**config.mk**
```make
export PLATFORM = sky130hd
export DESIGN_NAME = chsm_ram
export DESIGN_NICKNAME = d
export VERILOG_FILES = /design/src/sv/chsm_ram.sv
export SDC_FILE = /design/constraint.sdc
export NUM_CORES = 1
export LEC_CHECK = 0
export BUFFER_PORTS_ARGS = -buffer_cell sky130_fd_sc_hd__clkbuf_2
export CAP_MARGIN = 5
export CORE_UTILIZATION = 33
export DETAILED_ROUTE_END_ITERATION = 10
export MAX_ROUTING_LAYER = met4
export PLACE_DENSITY = 0.49
export SLEW_MARGIN = 25
export SYNTH_ARGS = -nofsm -noshare
export SYNTH_HDL_FRONTEND = slang
export SYNTH_SLANG_ARGS = --single-unit
```
**constraint.sdc**
```tcl
create_clock -name clock -period 1.89 [get_ports clock]
set_clock_uncertainty 0.15 [all_clocks]
set_input_delay 0.189 -clock clock [delete_from_list [all_inputs] [get_ports clock]]
set_output_delay 0.189 -clock clock [all_outputs]
set_load 0.05 [all_outputs]
```
**src/sv/chsm_ram.sv**
```systemverilog
// Generic single-port RAM with registered read data.
// No dependencies.
module chsm_ram #(
   parameter int WIDTH = 8,
   parameter int DEPTH = 16
) (
   input  logic                                 clock,
   input  logic                                 rd_en,
   input  logic                                 wr_en,
   input  logic [(DEPTH > 1 ? $clog2(DEPTH) : 1)-1:0] addr,
   input  logic [WIDTH-1:0]                     wdata,
   output logic [WIDTH-1:0]                     rdata
);

   logic [WIDTH-1:0] mem [DEPTH];
   logic [WIDTH-1:0] rdata_ff;

   // write or read one word per cycle
   always_ff @(posedge clock) begin
      if (wr_en) begin
         mem[addr] <= wdata;
      end
      if (rd_en) begin
         rdata_ff <= mem[addr];
      end
   end

   assign rdata = rdata_ff;

endmodule

```
==> flow_metrics.py, run 1 <==
metrics = {
    "outcome": {
        "status": "complete, no violations",
    },
    "floorplanning": {
        "dieArea_sq_mm": 0.01610,
        "io_pins": 23,
        "core-area_sq_mm": 0.01520,
        "placementRows": 45,
        "die_h_um": 126.9,
        "initial_core_util_pct": 33.86,
        "die_w_um": 126.9,
    },
    "grt": {
        "grt_start_max_net_pins": 24,
        "grt_pass1_wl_mm": 16.06,
        "overflow": 0,
        "grt_use_met1_pct": 18.50,
        "grt_pass1_vias": 2592,
        "use_met3_pct": 3.543,
        "gr-usage-all-layers_pct": 14.62,
        "gr-usage-met2_pct": 22.85,
        "antenna_found_initial": 0,
        "grt-busiest-layer": "met2",
    },
    "sta": {
        "fin_crit_sh_pct": 86.82,
        "final_max_slew_viol_count": 0,
        "fin_tns_setup_ns": 0,
        "rsz0062_at_grt": "no",
        "fmax_ghz": 0.6094,
        "slew-limit-headroom_pct": 51.87,
        "hold_violations": 0,
        "tightest_slew_ns": 0.7204,
        "min_period_ns": 1.641,
        "setup_viol": 0,
        "postLayoutSetupSlackWorst_ns": 0.2491,
    },
    "clock_network": {
        "clock_latency_ns": 0.41,
        "clockBufferDepth": 2,
        "postCtsSetupRepairBufs": 0,
        "cts_hold_buf": 0,
        "cts_tree": "done",
        "cts.clk_slew.worst_paths_ns": 0.06,
        "cts.sink_count": 136,
        "clock-root-buffer": "clkbuf_16",
        "cts-resized-gates": 0,
        "numCtsBuffers": 17,
        "htree_levels": 4,
    },
    "synth": {
        "synth_seq_area_share_pct": 79.34,
        "synthCells": 230,
        "synth_warnings": 0,
        "ys_types": 17,
        "synth-seq-cells": 136,
        "syn_avg_cell_area_sq_um": 22.38,
        "syn_nets": 245,
        "syn_area_sq_mm": 0.005147,
    },
    "placement": {
        "gp_congestion": 0.7952,
        "dp.cells": 461,
        "pre_cts_ws_ns": -0.07717,
        "dpl.hpwl_mm": 6.962,
        "port_buffers": 22,
        "dpl-instance-area_sq_mm": 0.005723,
    },
    "route": {
        "first_pass_iters": 4,
        "routed_wl_mm": 10.42,
        "drc": 0,
        "detail-route-antenna-nets": 0,
        "vias_per_cell": 4.980,
        "vias": 2455,
        "wl_per_cell_um": 21.14,
        "drtIter0Drc": 185,
    },
    "power_and_ir_drop": {
        "p_total_uw": 7045,
        "swShare_pct": 20.57,
        "pwr-share-seq_pct": 48.5,
        "p_switching_uw": 1449,
        "power_density_mw_per_mm2": 1117,
        "clkPwrFrac_pct": 46.0,
        "cellInternalPower_uw": 5595,
        "p_comb_share_pct": 5.5,
        "ir_worst_vdd_v": 0.0005755,
        "p_leak_uw": 0.002092,
    },
    "critical_path": {
        "r2r_start": "mem[3][5]",
        "max_stage_delay_ns": 0.49,
        "critPathLaunch": "mem[3][5]",
        "cp.required_ns": 1.89,
        "cp-end-kind": "flip-flop",
        "path_cells": "mux4_2, a22oi_1, nand2_1",
        "worstPathArrival_ns": 1.64,
        "startpoint_type": "flip-flop",
        "critPathSlowestCell": "mux4_2",
        "crit_type": "flip-flop to flip-flop",
        "crit_fanout": 1,
    },
    "layout": {
        "postLayoutCellArea_sq_mm": 0.006309,
        "n_antenna_cell": 0,
        "fillCellCount": 1299,
        "final_cell_mix": "136 x edfxtp_1, 32 x mux4_2, 28 x buf_4",
        "drive_gt1_share_pct": 37.38,
        "syn_to_final_growth_pct": 22.56,
        "final_nets": 307,
        "finalNonFillerCells": 493,
        "final_common_cell": "edfxtp_1",
    },
    "run": {
        "maxCapViolCount": 0,
    },
    "min_path": {
        "hp-start": "rd_en",
        "hold_class": "input port to flip-flop",
    },
}
==> critical path: cells and delay by family, from the launching register on <==
family	cells	cell delay, ns
and+or+nand+nor	1	0.10
AOI/OAI and AO/OA	1	0.29
muxes	1	0.49
DFF	1	0.35
==> power groups by stage <==
stage          registers, uW  clock network [uW]  logic, uW
2_1_floorplan           3530                   0        174
3_3_place_gp            3480                   0        390
3_5_place_dp            3480                   0        397
4_1_cts                 3420                3300        397
5_1_grt                 3420                3420        418
6_report                3420                3240        387
==> per-layer routing <==
| layer | part of all wire [%] | routed length, um | vias to the layer above |
|---|---|---|---|
| li1 | - | - | 1104 |
| met1 | 45 | 4682 | 1276 |
| met2 | 50 | 5204 | 63 |
| met3 | 4.0 | 415 | 12 |
| met4 | 1.1 | 119 | 0 |
| met5 | 0 | 0 | - |
==> worst paths after layout <==
| kind | to | slack [ns] | cells after the start |
|---|---|---|---|
| max | rdata[5] | 0.25 | 3 |
| min | rdata[1] | 0.06 | 1 |
| max reg2reg | rdata[5] | 0.25 | 3 |
| min reg2reg | rdata[7] | 0.61 | 3 |
==> state kept, by name, summed over array words and instances (netlist names) <==
register and flops:
mem 128, rdata 8
==> cells in the mapped netlist, drive strengths merged <==
| cell type | number | area (sq um) |
|---|---|---|
| nand3 | 1 | 5.000 |
| clkbuf | 3 | 12.51 |
| nor2 | 13 | 48.80 |
| or3b | 1 | 8.760 |
| nand2 | 9 | 33.78 |
| nand2b | 2 | 12.51 |
| mux4 | 32 | 720.7 |
| and2 | 1 | 6.260 |
| nand3b | 2 | 15.01 |
| nor3 | 4 | 20.02 |
| nor2b | 2 | 12.51 |
| edfxtp | 136 | 4084 |
| buf | 8 | 47.54 |
| a22oi | 16 | 120.1 |
==> cell type report <==
class | count | area [sq um] | area share, %
clock buffer | 17 | 425.4 | 6.743
timing repair buffer | 54 | 400.4 | 6.347
sequential | 136 | 4084 | 64.74
clock inverter | 15 | 160.2 | 2.539
multi-input combinational | 83 | 1003 | 15.91
tap | 188 | 235.2 | 3.729
==> stage by stage <==
| step | util [%] | hold slack (ns) |
|---|---|---|
| 3_3_place_gp | 37.65 | 0.4776 |
| 2_1_floorplan | - | 0.1379 |
| 3_5_place_dp | 37.65 | 0.4802 |
| 5_1_grt | 41.50 | 0.04244 |
| 4_1_cts | 41.50 | 0.04424 |
| 6_report | 41.50 | 0.05621 |
==> logic make-up (layout without fill, tap and decap cells) <==
family / count (synthesis) / after routing / share of synthesized area (%)
flops: 136 / 136 / 79.34
simple gates: 35 / 35 / 3.160
mux: 32 / 32 / 14.00
compound gates: 16 / 16 / 2.334
buf+inv: 11 / 86 / 1.167
Power figures use the tool's default switching activity.
==> run 2: changes to the inputs <==
--- a/config.mk
+++ b/config.mk
@@ -11,6 +11,7 @@
 export DETAILED_ROUTE_END_ITERATION = 10
 export MAX_ROUTING_LAYER = met4
 export PLACE_DENSITY = 0.49
+export REMOVE_ABC_BUFFERS = 1
 export SLEW_MARGIN = 25
 export SYNTH_ARGS = -nofsm -noshare
 export SYNTH_HDL_FRONTEND = slang
==> run 2 against run 1 <==
Effect of this change: critical endpoint is now rdata[2]; non-clock buffer count decreased by 4; largest cell class unchanged; worst setup slack improved by 0.023 ns; via count shrank 1.9%; fmax up 1.4%; cell count decreased by 1.0%; first-iteration DRC count fell by 7.6%; global-route usage increased by 0.18 points; hold slack worse by 0.0026 ns; power decreased by 4.8%; flip-flop and latch count did not move; register-to-register slack gained 0.02 ns.
==> flow_metrics.py, run 2 (synthesis gave the netlist of run 1 again) <==
metrics = {
    "power_and_ir_drop": {
        "p_switching_uw": 1391,
        "swShare_pct": 20.74,
        "p_total_uw": 6707,
        "ir_worst_vdd_v": 0.0006497,
        "clkPwrFrac_pct": 43.4,
        "pwr-share-seq_pct": 51.0,
        "p_leak_uw": 0.002051,
        "power_density_mw_per_mm2": 1079,
        "p_comb_share_pct": 5.6,
        "cellInternalPower_uw": 5316,
    },
    "sta": {
        "fin_tns_setup_ns": 0,
        "min_period_ns": 1.618,
        "postLayoutSetupSlackWorst_ns": 0.2718,
        "tightest_slew_ns": 0.8266,
        "final_max_slew_viol_count": 0,
        "fmax_ghz": 0.6180,
        "fin_crit_sh_pct": 85.62,
        "rsz0062_at_grt": "no",
        "setup_viol": 0,
        "slew-limit-headroom_pct": 44.78,
        "hold_violations": 0,
    },
    "floorplanning": {
        "io_pins": 23,
        "die_w_um": 126.9,
        "dieArea_sq_mm": 0.01610,
        "initial_core_util_pct": 33.86,
        "die_h_um": 126.9,
        "placementRows": 45,
        "core-area_sq_mm": 0.01520,
    },
    "critical_path": {
        "crit_fanout": 1,
        "crit_family": "multiplexers",
        "worstPathArrival_ns": 1.63,
        "cp_num_buf_inv": 0,
        "max_stage_delay_ns": 0.48,
        "cp.required_ns": 1.90,
        "startpoint_type": "flip-flop",
        "critPathSlowestCell": "mux4_2",
        "cp-end-kind": "flip-flop",
        "crit_type": "flip-flop to flip-flop",
        "path_cells": "mux4_2, a22oi_1, nand2_1",
    },
    "clock_network": {
        "numCtsBuffers": 17,
        "clock-root-buffer": "clkbuf_16",
        "cts_hold_buf": 0,
        "htree_levels": 4,
        "cts_tree": "done",
        "cts.sink_count": 136,
        "postCtsSetupRepairBufs": 0,
        "cts.clk_slew.worst_paths_ns": 0.05,
        "clock_latency_ns": 0.41,
        "cts-resized-gates": 0,
        "clockBufferDepth": 2,
    },
    "layout": {
        "drive_gt1_share_pct": 36.00,
        "n_antenna_cell": 0,
        "final_common_cell": "edfxtp_1",
        "final_nets": 303,
        "regMostFlops": "mem",
        "syn_to_final_growth_pct": 20.71,
        "postLayoutCellArea_sq_mm": 0.006213,
        "fillCellCount": 1357,
        "largest_register_ffs": 128,
        "multi_input_area_sq_mm": 0.001003,
        "regArea_sq_mm": 0.004084,
        "final_cell_mix": "136 x edfxtp_1, 32 x mux4_2, 24 x buf_4",
    },
    "route": {
        "drc": 0,
        "vias": 2408,
        "drtIter0Drc": 171,
        "vias_per_cell": 4.934,
        "wl_per_cell_um": 21.49,
        "routed_wl_mm": 10.49,
        "first_pass_iters": 4,
        "detail-route-antenna-nets": 0,
    },
    "placement": {
        "dpl-instance-area_sq_mm": 0.005693,
        "port_buffers": 22,
        "pre_cts_ws_ns": -0.005953,
        "dpl.hpwl_mm": 6.932,
        "gp_congestion": 0.7438,
    },
    "grt": {
        "grt_start_max_net_pins": 22,
        "overflow": 0,
        "grt_pass1_vias": 2592,
        "antenna_found_initial": 0,
        "grt_pass1_wl_mm": 15.98,
        "gr-usage-all-layers_pct": 14.79,
    },
    "outcome": {
        "status": "complete, no violations",
    },
    "run": {
        "maxCapViolCount": 0,
    },
    "min_path": {
        "hold_class": "input port to flip-flop",
    },
}
==> run 2: cell count changes in the layout (fill, tap and decap cells not counted) <==
cell | previous run | this run
buf_4 | 28 | 24
clkbuf_1 | 0 | 3
clkinv_2 | 1 | 4
bufinv_16 | 3 | 1
clkinv_1 | 5 | 3
clkinvlp_4 | 5 | 3
clkinv_4 | 1 | 0
==> run 2: final timing paths <==
check,startpoint,endpoint,slack [ns],cells past startpoint
worst max-delay path,mem[2][2],rdata[2],0.27,3
worst min-delay path,rd_en,rdata[3],0.05,1
worst max register to register,mem[2][2],rdata[2],0.27,3
worst min register to register,mem[14][1],rdata[1],0.59,3
==> run 2: power groups by stage <==
stage | sequential (uW) | combinational, uW | clock [uW]
after detailed placement | 3480 | 385 | 0
after CTS | 3420 | 386 | 2970
after global routing | 3430 | 405 | 3070
after global placement | 3480 | 382 | 0
after floorplan | 3530 | 139 | 0
final | 3420 | 375 | 2910
==> run 2: cell type report <==
| cell class | count | share of cell area [%] |
|---|---|---|
| sequential | 136 | 65.73 |
| multi-input combinational | 83 | 16.15 |
| clock buffer | 20 | 7.028 |
| timing repair buffer | 50 | 5.961 |
| tap | 188 | 3.786 |
| clock inverter | 11 | 1.349 |
==> run 2: routing by layer <==
| metal | share of wire (%) | up-vias | track usage (%) | wire, um |
|---|---|---|---|---|
| met5 | 0 | - | - | 0 |
| met4 | 1.3 | 0 | 5.252 | 132 |
| met3 | 3.3 | 13 | 4.133 | 342 |
| met2 | 51 | 47 | 23.66 | 5389 |
| met1 | 44 | 1263 | 18.05 | 4624 |
| li1 | - | 1085 | - | - |
==> run 2: stage by stage <==
| stage | util (%) | std cells | hold WS (ns) |
|---|---|---|---|
| after detailed placement | 37.45 | 457 | 0.4811 |
| after global placement | 37.45 | 457 | 0.4680 |
| after global routing | 40.87 | 488 | 0.05418 |
| final | 40.87 | 488 | 0.05361 |
| after CTS | 40.87 | 488 | 0.04290 |
| after floorplan | - | 219 | 0.1379 |
==> run 3: changes to the inputs <==
--- a/config.mk
+++ b/config.mk
@@ -7,10 +7,10 @@
 export LEC_CHECK = 0
 export BUFFER_PORTS_ARGS = -buffer_cell sky130_fd_sc_hd__clkbuf_2
 export CAP_MARGIN = 5
-export CORE_UTILIZATION = 33
+export CORE_UTILIZATION = 40
 export DETAILED_ROUTE_END_ITERATION = 10
 export MAX_ROUTING_LAYER = met4
-export PLACE_DENSITY = 0.49
+export PLACE_DENSITY = 0.57
 export REMOVE_ABC_BUFFERS = 1
 export SLEW_MARGIN = 25
 export SYNTH_ARGS = -nofsm -noshare
==> run 3 against run 2 <==
Effect of this change: worst setup slack worse by 0.023 ns; routed wire length is 6.0% lower; hold slack worse by 0.011 ns; sequential share of layout area is 1.0 points lower; sequential power hardly changed; global-route usage is 2.7 points higher; utilization is 9.4 points higher; clock power is 20% higher; highest routed layer unchanged.
==> flow_metrics.py, run 3 (synthesis gave the netlist of run 1 again) <==
metrics = {
    "outcome": {
        "status": "complete, no violations",
    },
    "critical_path": {
        "rrSetupSlack_ns": 0.25,
        "path_cells": "mux4_2, a22oi_1, nand2_1",
        "startpoint_type": "flip-flop",
        "crit_type": "flip-flop to flip-flop",
        "cp-end-kind": "flip-flop",
        "crit_family": "multiplexers",
        "cp.required_ns": 1.89,
        "max_stage_delay_ns": 0.48,
        "crit_fanout": 1,
        "worstPathArrival_ns": 1.64,
        "critPathSlowestCell": "mux4_2",
        "cp_num_buf_inv": 0,
    },
    "sta": {
        "min_period_ns": 1.641,
        "whs_ns": 0.04253,
        "fin_crit_sh_pct": 86.83,
        "setup_viol": 0,
        "fmax_ghz": 0.6094,
        "fin_tns_setup_ns": 0,
        "rsz0062_at_grt": "no",
        "hold_violations": 0,
        "slew-limit-headroom_pct": 73.50,
        "tightest_slew_ns": 0.3967,
        "postLayoutSetupSlackWorst_ns": 0.2489,
        "final_max_slew_viol_count": 0,
    },
    "clock_network": {
        "clock-root-buffer": "clkbuf_16",
        "clockBufferDepth": 2,
        "cts_tree": "done",
        "cts_hold_buf": 0,
        "cts.clk_slew.worst_paths_ns": 0.06,
        "postCtsSetupRepairBufs": 0,
        "cts-resized-gates": 0,
        "numCtsBuffers": 17,
        "clock_latency_ns": 0.41,
        "cts.sink_count": 136,
        "htree_levels": 4,
    },
    "grt": {
        "antenna_found_initial": 0,
        "grt_pass1_wl_mm": 15.17,
        "overflow": 0,
        "gr-usage-all-layers_pct": 17.46,
        "grt_start_max_net_pins": 21,
        "grt_pass1_vias": 2520,
    },
    "power_and_ir_drop": {
        "p_total_uw": 7276,
        "p_leak_uw": 0.002114,
        "power_density_mw_per_mm2": 1153,
        "ir_worst_vdd_v": 0.0005357,
    },
    "route": {
        "met2RoutedLength_mm": 4.758,
        "first_pass_iters": 4,
        "vias": 2468,
        "routed_wl_mm": 9.859,
        "met1_length_mm": 4.344,
        "highest_layer": "met4",
        "drtIter0Drc": 266,
        "detail-route-antenna-nets": 0,
        "vias_per_cell": 5.218,
        "wl_met3_um": 576,
        "wl_per_cell_um": 20.84,
        "drc": 0,
    },
    "placement": {
        "pre_cts_ws_ns": 0.01387,
        "port_buffers": 22,
        "dpl.hpwl_mm": 6.322,
        "dpl-instance-area_sq_mm": 0.005680,
        "gp_congestion": 0.7332,
    },
    "layout": {
        "drive_gt1_share_pct": 37.87,
        "final_common_cell": "edfxtp_1",
        "largest_register_ffs": 128,
        "final_nets": 304,
        "n_antenna_cell": 0,
        "postLayoutCellArea_sq_mm": 0.006312,
        "final_cell_mix": "136 x edfxtp_1, 32 x mux4_2, 25 x buf_4",
        "syn_to_final_growth_pct": 22.63,
        "regMostFlops": "mem",
    },
    "floorplanning": {
        "die_w_um": 115.4,
        "dieArea_sq_mm": 0.01333,
        "die_h_um": 115.4,
        "placementRows": 41,
        "io_pins": 23,
        "core-area_sq_mm": 0.01257,
        "initial_core_util_pct": 40.96,
    },
    "min_path": {
        "hold_class": "input port to flip-flop",
    },
    "run": {
        "maxCapViolCount": 0,
    },
}
[run 3: metal layers]
metal / vias to the layer above / global-route usage, %
li1: 1087 / -
met1: 1294 / 23.39
met2: 74 / 25.67
met3: 13 / 3.870
met4: 0 / 7.965
met5: - / -
[run 3: through the flow]
step / instances / util (%)
floorplan: 219 / -
finish: 473 / 50.22
CTS: 473 / 50.22
global placement: 442 / 45.20
detailed placement: 442 / 45.20
global route: 473 / 50.22
[run 3: final cells by class]
type | count | area, sq um
fillers | 996 | 6256
flip-flops and latches | 136 | 4084
multi-input cells | 83 | 1003
clock buffers | 17 | 425.4
repair buffers | 51 | 377.9
well taps | 172 | 215.2
clock inverters | 14 | 206.4
[run 3: worst paths after layout]
kind              startpoint       end  cells after the start
setup / recovery   mem[3][2]  rdata[2]                      3
hold reg to reg   mem[14][7]  rdata[7]                      3
hold / removal         rd_en  rdata[3]                      1
setup reg to reg   mem[3][2]  rdata[2]                      3
[run 3: report_power, final]
group	leakage, uW	switching, uW	total, uW	internal [uW]
logic	0.000572	232	378	146
registers	0.00124	19.0	3420	3400
clock network	0.000306	1160	3480	2320
