==> src/sv/chsm_pkg.sv <==
// Shared types and constants for the chained hash store.
// Used by chsm_hash and chained_hash_store_mtf_unit; no dependencies.
package chsm_pkg;

   // request kinds
   localparam logic [2:0] KIND_GET     = 3'd0;
   localparam logic [2:0] KIND_PUT     = 3'd1;
   localparam logic [2:0] KIND_PUT_NEW = 3'd2;
   localparam logic [2:0] KIND_RESTART = 3'd3;
   localparam logic [2:0] KIND_NEXT    = 3'd4;

   // response status codes
   localparam logic [1:0] STAT_OK   = 2'd0;
   localparam logic [1:0] STAT_MISS = 2'd1;
   localparam logic [1:0] STAT_END  = 2'd2;
   localparam logic [1:0] STAT_FULL = 2'd3;

   // djb2 hash
   localparam int         HASH_BITS  = 64;
   localparam logic [63:0] HASH_SEED = 64'd5381;
   localparam int         HASH_SHIFT = 5;
   localparam int         HCNT_W     = 7;

   typedef struct packed {
      logic busy;
      logic done;
   } hash_stat_type;

   typedef enum logic [13:0] {
      S_IDLE  = 14'b00000000000001,
      S_CLEAR = 14'b00000000000010,
      S_HASH  = 14'b00000000000100,
      S_BIN   = 14'b00000000001000,
      S_WALK  = 14'b00000000010000,
      S_WCMP  = 14'b00000000100000,
      S_MOVE1 = 14'b00000001000000,
      S_MOVE2 = 14'b00000010000000,
      S_ADD   = 14'b00000100000000,
      S_ITER  = 14'b00001000000000,
      S_IOUT  = 14'b00010000000000,
      S_SCAN  = 14'b00100000000000,
      S_SBIN  = 14'b01000000000000,
      S_RESP  = 14'b10000000000000
   } state_type;

endpackage

==> src/sv/chsm_hash.sv <==
// Iterative djb2 hash followed by a bit-serial modulo by the bin count.
// Depends on chsm_pkg.
module chsm_hash #(
   parameter int KEY_BYTES = 8,
   parameter int BIN_DEPTH = 1024
) (
   input  logic                                         clock,
   input  logic                                         reset,
   input  logic                                         start,
   input  logic [8*KEY_BYTES-1:0]                       key,
   input  logic [$clog2(BIN_DEPTH+1)-1:0]               divisor,
   output logic [(BIN_DEPTH > 1 ? $clog2(BIN_DEPTH) : 1)-1:0] bin,
   output chsm_pkg::hash_stat_type                      stat
);

   localparam int KW = 8 * KEY_BYTES;
   localparam int CW = $clog2(BIN_DEPTH + 1);
   localparam int BW = (BIN_DEPTH > 1) ? $clog2(BIN_DEPTH) : 1;

   logic                          busy_ff, busy_in;
   logic                          mod_ff, mod_in;
   logic                          done_ff, done_in;
   logic [chsm_pkg::HCNT_W-1:0]   cnt_ff, cnt_in;
   logic [KW-1:0]                 key_ff, key_in;
   logic [chsm_pkg::HASH_BITS-1:0] h_ff, h_in;
   logic [CW-1:0]                 div_ff, div_in;
   logic [CW-1:0]                 rem_ff, rem_in;
   logic [CW:0]                   rem_sh;

   // one byte of hash or one bit of remainder per cycle
   always_comb begin
      busy_in = busy_ff;
      mod_in  = mod_ff;
      done_in = 1'b0;
      cnt_in  = cnt_ff;
      key_in  = key_ff;
      h_in    = h_ff;
      div_in  = div_ff;
      rem_in  = rem_ff;
      rem_sh  = {rem_ff, h_ff[chsm_pkg::HASH_BITS-1]};
      if (start) begin
         busy_in = 1'b1;
         mod_in  = 1'b0;
         cnt_in  = '0;
         key_in  = key;
         h_in    = chsm_pkg::HASH_SEED;
         div_in  = divisor;
         rem_in  = '0;
      end else if (busy_ff && !mod_ff) begin
         h_in   = (h_ff << chsm_pkg::HASH_SHIFT) + h_ff
                  + {{(chsm_pkg::HASH_BITS-8){1'b0}}, key_ff[7:0]};
         key_in = key_ff >> 8;
         if (cnt_ff == chsm_pkg::HCNT_W'(KEY_BYTES - 1)) begin
            mod_in = 1'b1;
            cnt_in = '0;
         end else begin
            cnt_in = cnt_ff + 1'b1;
         end
      end else if (busy_ff) begin
         h_in = h_ff << 1;
         if (rem_sh >= {1'b0, div_ff}) begin
            rem_in = CW'(rem_sh - {1'b0, div_ff});
         end else begin
            rem_in = rem_sh[CW-1:0];
         end
         if (cnt_ff == chsm_pkg::HCNT_W'(chsm_pkg::HASH_BITS - 1)) begin
            busy_in = 1'b0;
            done_in = 1'b1;
         end else begin
            cnt_in = cnt_ff + 1'b1;
         end
      end
   end

   always_ff @(posedge clock) begin
      if (reset) begin
         busy_ff <= 1'b0;
         mod_ff  <= 1'b0;
         done_ff <= 1'b0;
         cnt_ff  <= '0;
      end else begin
         busy_ff <= busy_in;
         mod_ff  <= mod_in;
         done_ff <= done_in;
         cnt_ff  <= cnt_in;
      end
      key_ff <= key_in;
      h_ff   <= h_in;
      div_ff <= div_in;
      rem_ff <= rem_in;
   end

   assign bin       = rem_ff[BW-1:0];
   assign stat.busy = busy_ff;
   assign stat.done = done_ff;

endmodule

==> config.mk <==
export PLATFORM = sky130hd
export DESIGN_NAME = chsm_hash
export DESIGN_NICKNAME = d
export VERILOG_FILES = /design/src/sv/chsm_pkg.sv /design/src/sv/chsm_hash.sv
export SDC_FILE = /design/constraint.sdc
export NUM_CORES = 1
export LEC_CHECK = 0
export BUFFER_PORTS_ARGS = -buffer_cell sky130_fd_sc_hd__buf_2
export CAP_MARGIN = 20
export CORE_MARGIN = 2
export CORE_UTILIZATION = 56
export CTS_CLUSTER_DIAMETER = 100
export DETAILED_ROUTE_END_ITERATION = 12
export HOLD_SLACK_MARGIN = 0.08
export PLACE_DENSITY = 0.75
export SYNTH_ARGS = -nofsm -noshare
export SYNTH_HDL_FRONTEND = slang
export SYNTH_SLANG_ARGS = --single-unit
==> constraint.sdc <==
create_clock -name clock -period 4.3 [get_ports clock]
set_input_delay 0.43 -clock clock [delete_from_list [all_inputs] [get_ports clock]]
set_output_delay 0.43 -clock clock [all_outputs]
set_load 0.05 [all_outputs]
==> qor_table.md, run 1 <==
| Result | This run | Unit |
|---|---|---|
| Clock input transition at the sequential cells of the worst setup and hold paths | 0.08 | ns |
| Root Buffer Master | sky130_fd_sc_hd__clkbuf_16 | - |
| Result of the run | complete, no violations | - |
| Final Wtd Congestion | 0.939 | - |
| Met3 usage | 5.17 | % |
| Sequential area share after synthesis | 33.6 | % |
| Achievable frequency | 243 | MHz |
| Cells along the critical path | inv_1, fa_1, inv_1, ha_1, and2_4, a221o_1, o21a_1, or4b_4, a221oi_4, a211oi_2, o211ai_2, and2_4, mux2i_1, a311oi_2 | - |
| Arrival time of the worst setup path | 4.38 | ns |
| Static leakage | 5.57 | nW |
| Congestion Overflow GR | 0 | - |
| Hold-fix buffers, CTS | 0 | - |
| Clock Tree Buf Depth | 2 | - |
| Library cells used by synthesis | 76 | - |
| Final layout net count | 1534 | - |
| Area of the placeable core | 0.0208 | mm^2 |
| Area overhead of the layout relative to synthesis | 9.72 | % |
| Final setup TNS | 0 | ns |
| Mean routed wirelength per cell | 17.5 | um |
| Worst setup skew after layout | 0.0213 | ns |
| Share of flip-flops with an asynchronous set or reset after synthesis | 0 | % |
| Number of placement rows | 53 | - |
| Initial antenna violation count | 0 | - |
| Placement Cell Area | 0.0123 | mm^2 |
| Number of non-filler instances in the completed layout | 1606 | - |
| Worst Hold Launch | divisor[10] | - |
| Most Used Layer, Global Route | met2 | - |
| Cells after synthesis | 1290 | - |
| Hold crit path type | in -> reg | - |
| Vias in the first global route | 9474 | - |
| Worst-case vdd ir drop | 272 | uV |
| Number of cells in the design after placement | 1573 | - |
| Share of cells above drive strength 1 | 15.7 | % |
| Syn Std Cell Area | 0.0118 | mm^2 |
| Maximum number of pins on one net before global-route repair | 99 | - |
| Clk sinks | 160 | - |
| Via count normalized by instance count | 6.11 | - |
| GRT met2 Usage | 44.3 | % |
| Total setup violations reported at the end of the flow | 0 | - |
| Total global routing track utilization | 25.6 | % |
| # Max-Cap Violations | 0 | - |
| Stage delay of the slowest cell on the critical path | 0.55 | ns |
| Finished Core Util | 62.1 | % |
| Number of input and output port buffers inserted | 89 | - |
| DRC violations left | 0 | - |
| P per Cell Area | 428 | mW/mm^2 |
| RSZ-0062 raised after global routing | no | - |
| Clock Latency Late Sink | 0.46 | ns |
| Routed wire length | 28.1 | mm |
| Predominant post-synthesis flop cell | sky130_fd_sc_hd__dfxtp_1 | - |
| Setup CP Type | reg -> reg | - |
| Final Hold Fails | 0 | - |
| Worst Hold Margin | 0.152 | ns |
| Crit Reg-Reg Startpoint | h_ff[0] | - |
| Crit path max-delay family | compound AO/OA/AOI/OAI gates | - |
| Overall via count from detail_route | 9807 | - |
| Clock tree from TritonCTS | done | - |
| Synthesis warning total | 0 | - |
| Maximum net fanout on the critical path | 4 | - |
| Final cell area excluding filler cells | 0.0129 | mm^2 |
| Required time worst endpoint | 4.58 | ns |
| CTS HTree Levels | 4 | - |
| Buffers plus inverters on the worst setup path | 2 | - |
| 1st-iter DRT viols | 540 | - |
| Post CTS Setup Buffer Count | 0 | - |
| Number of detailed-routing iterations run before antenna repair | 5 | - |
| Count of flip-flops with a built-in enable after synthesis | 75 | - |
| # IOs | 90 | - |
| Min Tclk post-route | 4.11 | ns |
| Total of flip-flops plus latches after synthesis | 160 | - |
| Count of cells resized by post-cts repair | 0 | - |
| Height of the chip | 149 | um |
| Initial core utilization | 56.6 | % |
| Final period utilization | 95.5 | % |
| Mapped Avg Cell Area | 9.13 | um^2 |
| Detailed-placement wirelength estimate | 20.1 | mm |
| Die area | 0.0222 | mm^2 |
| CP Capture Type | register | - |
| Antenna-violating nets left | 0 | - |
| Slew headroom | 28.5 | % |
| Timing startpoint of the critical path | h_ff[0] | - |
| Wire length of the first global-routing pass | 45.9 | mm |
| Cell with the largest stage delay on the worst path | sky130_fd_sc_hd__or4b_4 | - |
| Die boundary width | 149 | um |
| Post-Syn Nets | 1507 | - |
| CP startpoint kind | register | - |
| Transition at the pin with the smallest max-transition slack | 1.07 | ns |
| Cts bufs inserted | 17 | - |
| Global routing met1 resource utilization | 32.1 | % |
| Total count of max-transition violations in the final report | 0 | - |
==> cell families (layout without fill, tap and decap cells) <==
group | count (synthesis) | in the layout | synth area share (%)
buffers and inverters | 131 | 171 | 4.56
other | 0 | 1 | 0
muxes | 74 | 74 | 6.90
AOI/OAI and AO/OA | 359 | 359 | 20.4
adders and majority gates | 139 | 139 | 15.1
DFF | 160 | 160 | 33.6
and+or+nand+nor | 365 | 365 | 14.9
xor gates and xnor gates | 62 | 62 | 4.61
==> final cells by class <==
cell class,count,area (um^2)
antenna,1,2.50
clock buffer,17,425
clock inverter,15,229
fill,1797,7900
inverter,43,161
multi-input combinational,999,7290
sequential,160,3960
tap,275,344
timing repair buffer,96,517
==> cells in the mapped netlist, types with 4 or more instances <==
master                       n  area [um^2]
sky130_fd_sc_hd__mux2_2     58          653
sky130_fd_sc_hd__xnor2_1    35          307
sky130_fd_sc_hd__buf_4      12         90.1
sky130_fd_sc_hd__nor3_1     15         75.1
sky130_fd_sc_hd__or2_2       5         31.3
sky130_fd_sc_hd__a221oi_1    6         52.6
sky130_fd_sc_hd__edfxtp_1   75         2250
sky130_fd_sc_hd__o221ai_1    4         35.0
sky130_fd_sc_hd__nor2b_1    16          100
sky130_fd_sc_hd__and4_1      7         61.3
sky130_fd_sc_hd__a22oi_1     9         67.6
sky130_fd_sc_hd__nand3_1    12         60.1
sky130_fd_sc_hd__dfxtp_1    85         1700
sky130_fd_sc_hd__inv_1      41          154
sky130_fd_sc_hd__a21boi_0   10         75.1
sky130_fd_sc_hd__nor2_1    119          447
sky130_fd_sc_hd__clkbuf_1   69          259
sky130_fd_sc_hd__a41oi_1     4         35.0
sky130_fd_sc_hd__or4_1       4         30.0
sky130_fd_sc_hd__xor2_1     27          236
sky130_fd_sc_hd__a311oi_1    8         70.1
sky130_fd_sc_hd__nand2b_1   13         81.3
sky130_fd_sc_hd__or3_1       9         56.3
sky130_fd_sc_hd__buf_1       7         26.3
sky130_fd_sc_hd__o211ai_1   31          233
sky130_fd_sc_hd__and3_1     10         62.6
sky130_fd_sc_hd__o21ai_0    66          330
sky130_fd_sc_hd__and2_1     13         81.3
sky130_fd_sc_hd__nor4_1      6         37.5
sky130_fd_sc_hd__nor3b_1     5         37.5
sky130_fd_sc_hd__o22ai_1    12         75.1
sky130_fd_sc_hd__o21bai_1    8         60.1
sky130_fd_sc_hd__o21a_1      5         37.5
sky130_fd_sc_hd__a211oi_1   22          165
sky130_fd_sc_hd__mux2i_1    16          160
sky130_fd_sc_hd__nand4_1    20          125
sky130_fd_sc_hd__a21oi_1    90          450
sky130_fd_sc_hd__a31oi_1     8         50.1
sky130_fd_sc_hd__ha_1      134         1680
sky130_fd_sc_hd__nand2_1   100          375
sky130_fd_sc_hd__a21o_1     39          293
sky130_fd_sc_hd__fa_1        5          100
==> final timing paths <==
check / endpoint / slack, ns / cells past startpoint
max: h_ff[52] / 0.19 / 14
min reg2reg: rem_ff[10] / 0.46 / 2
min: div_ff[10] / 0.15 / 1
max reg2reg: h_ff[52] / 0.19 / 14
==> metrics by stage <==
stage                     setup WS, ns  power, mW
after floorplan                  0.587       3.42
after global routing            0.0140       5.87
after detailed placement         0.216       3.87
final                            0.192       5.53
after global placement           0.337       3.83
after CTS                        0.213       5.55
==> state kept, by name (all words and copies together), names as in the netlist <==
| register | count |
|---|---|
| h_ff | 64 |
| key_ff | 64 |
| div_ff | 11 |
| rem_ff | 11 |
| cnt_ff | 7 |
| busy_ff | 1 |
| done_ff | 1 |
| mod_ff | 1 |
==> metal layers <==
metal  vias to the layer above  wire length (um)
li1                       4820                 -
met1                      4625             12100
met2                       308             13600
met3                        54              1850
met4                         0               546
met5                         -                 0
==> cell usage in the layout (no fill, tap or decap), drive strengths merged, types with 12 or more instances in the layout <==
cell type / instances
xnor2: 35
edfxtp: 75
nand3: 12
nor2: 119
o21ai: 67
nand4: 20
inv: 50
clkbuf: 17
nand2: 100
a211oi: 23
o22ai: 12
nor3: 15
xor2: 27
a21oi: 91
nor2b: 16
mux2: 58
mux2i: 16
nand2b: 13
dfxtp: 85
a21o: 39
ha: 134
and2: 17
o211ai: 32
buf: 96
==> report_power, final <==
part	internal, mW	switching (mW)	total [mW]
clock	0.826	0.834	1.66
combinational	0.829	1.12	1.95
sequential	1.78	0.146	1.92
total	3.43	2.10	5.53
Power figures use the tool's default switching activity.
==> inputs of run 2 (changes only) <==
GPL_TIMING_DRIVEN = 0   (was unset)
==> run 2 against run 1 <==
  * Cell count grew 5.2%
  * Wire length is 12% higher
  * Combinational power is 6% higher
  * Final area increased by 2.4%
  * Sequential share of layout area is 0.69 points lower
  * Worst setup slack worse by 0.093 ns
  * Fmax is 2.2% lower
  * Global-route usage grew 3.2 points
  * Sequential cell count is the same
  * Clock power fell by 9%
  * Power shrank 0.48%
  * Worst hold slack gained 0.015 ns
==> qor_table.md, run 2 (synthesized netlist as in run 1, its figures left out) <==
| Result | This run | Unit |
|---|---|---|
| Result of the run | complete, no violations | - |
| Vias in the first global route | 10.2k | - |
| Leading cell type in the layout, fill and taps excluded | sky130_fd_sc_hd__ha_1 | - |
| Seq pwr share | 35.1 | % |
| Clock tree from TritonCTS | done | - |
| Clock Tree Buf Depth | 2 | - |
| Clock Latency Late Sink | 0.44 | ns |
| Area overhead of the layout relative to synthesis | 12.3 | % |
| Combinational fraction of design power | 37.5 | % |
| Clock input transition at the sequential cells of the worst setup and hold paths | 0.07 | ns |
| Global routing met1 resource utilization | 35.9 | % |
| CP Capture Type | register | - |
| Crit Reg-Reg Startpoint | h_ff[6] | - |
| Final Hold Fails | 0 | - |
| Initial antenna violation count | 0 | - |
| 1st-iter DRT viols | 636 | - |
| Mean routed wirelength per cell | 18.7 | um |
| Overall via count from detail_route | 10.3k | - |
| Maximum number of pins on one net before global-route repair | 66 | - |
| Arrival time of the worst setup path | 4.49 | ns |
| # IOs | 90 | - |
| Routed wire length | 31.5 | mm |
| RSZ-0062 raised after global routing | no | - |
| Timing startpoint of the critical path | h_ff[6] | - |
| P per Cell Area | 416 | mW/mm^2 |
| Worst-case vdd ir drop | 334 | uV |
| Required time worst endpoint | 4.59 | ns |
| Clk sinks | 160 | - |
| Slew headroom | 41.6 | % |
| Most Used Layer, Global Route | met2 | - |
| Leading registers by flop count | h_ff x64, key_ff x64 | - |
| # Max-Cap Violations | 0 | - |
| GRT met2 Usage | 49.8 | % |
| Worst Hold Margin | 0.167 | ns |
| Switch share | 38.5 | % |
| CTS HTree Levels | 4 | - |
| Setup CP Type | reg -> reg | - |
| Number of input and output port buffers inserted | 89 | - |
| Achievable frequency | 238 | MHz |
| DRC violations left | 0 | - |
| Internal cell power | 3.39 | mW |
| CP startpoint kind | register | - |
| Most frequent cells in the layout | sky130_fd_sc_hd__ha_1, sky130_fd_sc_hd__nor2_1, sky130_fd_sc_hd__nand2_1 | - |
| Antenna-violating nets left | 0 | - |
| Area of the placeable core | 0.0208 | mm^2 |
| Worst setup skew after layout | 0.0156 | ns |
| Die boundary width | 149 | um |
| Via count normalized by instance count | 6.11 | - |
| Portion of total power attributed to the clock network | 27.4 | % |
| Final Wtd Congestion | 0.945 | - |
| Total global routing track utilization | 28.8 | % |
| Worst Hold Launch | divisor[2] | - |
| Number of detailed-routing iterations run before antenna repair | 6 | - |
| Total setup violations reported at the end of the flow | 0 | - |
| Share of cells above drive strength 1 | 15.5 | % |
| Met3 usage | 5.05 | % |
| Static leakage | 5.66 | nW |
| Die area | 0.0222 | mm^2 |
| Height of the chip | 149 | um |
| Detailed-placement wirelength estimate | 24.0 | mm |
| Transition at the pin with the smallest max-transition slack | 0.876 | ns |
| Min Tclk post-route | 4.20 | ns |
| Cts bufs inserted | 17 | - |
| Power spent charging and discharging nets | 2.12 | mW |
| Wire length of the first global-routing pass | 50.9 | mm |
| Final layout net count | 1617 | - |
| Final period utilization | 97.7 | % |
| Root Buffer Master | sky130_fd_sc_hd__clkbuf_16 | - |
| Power consumption | 5.50 | mW |
| Number of placement rows | 53 | - |
| Number of cells in the design after placement | 1654 | - |
| Fillers | 1747 | - |
| Hold crit path type | in -> reg | - |
| Maximum net fanout on the critical path | 7 | - |
| Initial core utilization | 56.6 | % |
| Total count of max-transition violations in the final report | 0 | - |
| Number of non-filler instances in the completed layout | 1689 | - |
| Congestion Overflow GR | 0 | - |
run 2: cell count changes in the layout (fill, tap and decap cells not counted), sizes merged:
cell,change
buf,+14
clkinv,-2
inv,-1
clkbuf,+70
clkinvlp,+2
run 2: power groups by stage:
stage | registers [mW] | clock network, mW | logic [mW]
2_1_floorplan | 1.90 | 0 | 1.53
3_3_place_gp | 1.96 | 0 | 1.96
3_5_place_dp | 1.96 | 0 | 1.99
4_1_cts | 1.93 | 1.52 | 2.02
5_1_grt | 1.95 | 1.57 | 2.30
6_report | 1.93 | 1.51 | 2.06
run 2: stage by stage:
stage | util [%] | setup slack (ns) | TNS, ns | area (um^2)
final | 63.6 | 0.0988 | 0 | 13200
after detailed placement | 60.4 | -0.0703 | -0.207 | 12600
after CTS | 63.3 | 0.0603 | 0 | 13200
after global placement | 60.4 | -0.0728 | -0.158 | 12600
after global routing | 63.5 | 0.0133 | 0 | 13200
after floorplan | - | 0.587 | 0 | 11800
run 2: path summary, 6_finish.rpt:
kind	cells past startpoint	slack, ns	endpoint
setup reg to reg	11	0.1	h_ff[53]
setup / recovery	11	0.1	h_ff[53]
hold / removal	1	0.17	div_ff[2]
hold reg to reg	2	0.47	rem_ff[10]
run 2: cell type report:
type                            count  area, um^2  share of cell area, %
Multi-Input combinational cell    999        7340                   55.5
Sequential cell                   160        3960                   29.9
Timing Repair Buffer               91         460                   3.48
Clock buffer                       18         429                   3.24
Buffer                             88         375                   2.84
Tap cell                          275         344                   2.60
Clock inverter                     14         163                   1.23
Inverter                           43         161                   1.22
Antenna cell                        1        2.50                 0.0189
run 2: what timing repair did:
item,4_1_cts,5_1_grt
hold buffers,0,0
hold endpoints to repair,0,0
resized for setup,1,8
setup buffers,0,2
pin swaps,0,3
endpoints found under the setup margin,4,10
run 2: per-layer routing:
metal  wire [um]  vias up
li1            -     4986
met3        1960       79
met2       15100      343
met4        1090        0
met1       13300     4913
met5           0        -
run 2: critical path, cell delays in order, from the launching register on:
cell and delay (ns):
sky130_fd_sc_hd__dfxtp_1 0.45, sky130_fd_sc_hd__fa_1 0.46, sky130_fd_sc_hd__ha_1 0.40, sky130_fd_sc_hd__a211o_1 0.35, sky130_fd_sc_hd__o31a_1 0.33, sky130_fd_sc_hd__a311o_1 0.49
sky130_fd_sc_hd__a41oi_4 0.35, sky130_fd_sc_hd__a21boi_0 0.20, sky130_fd_sc_hd__o41a_1 0.46, sky130_fd_sc_hd__a21boi_1 0.21, sky130_fd_sc_hd__xor2_1 0.24, sky130_fd_sc_hd__o22ai_1 0.12
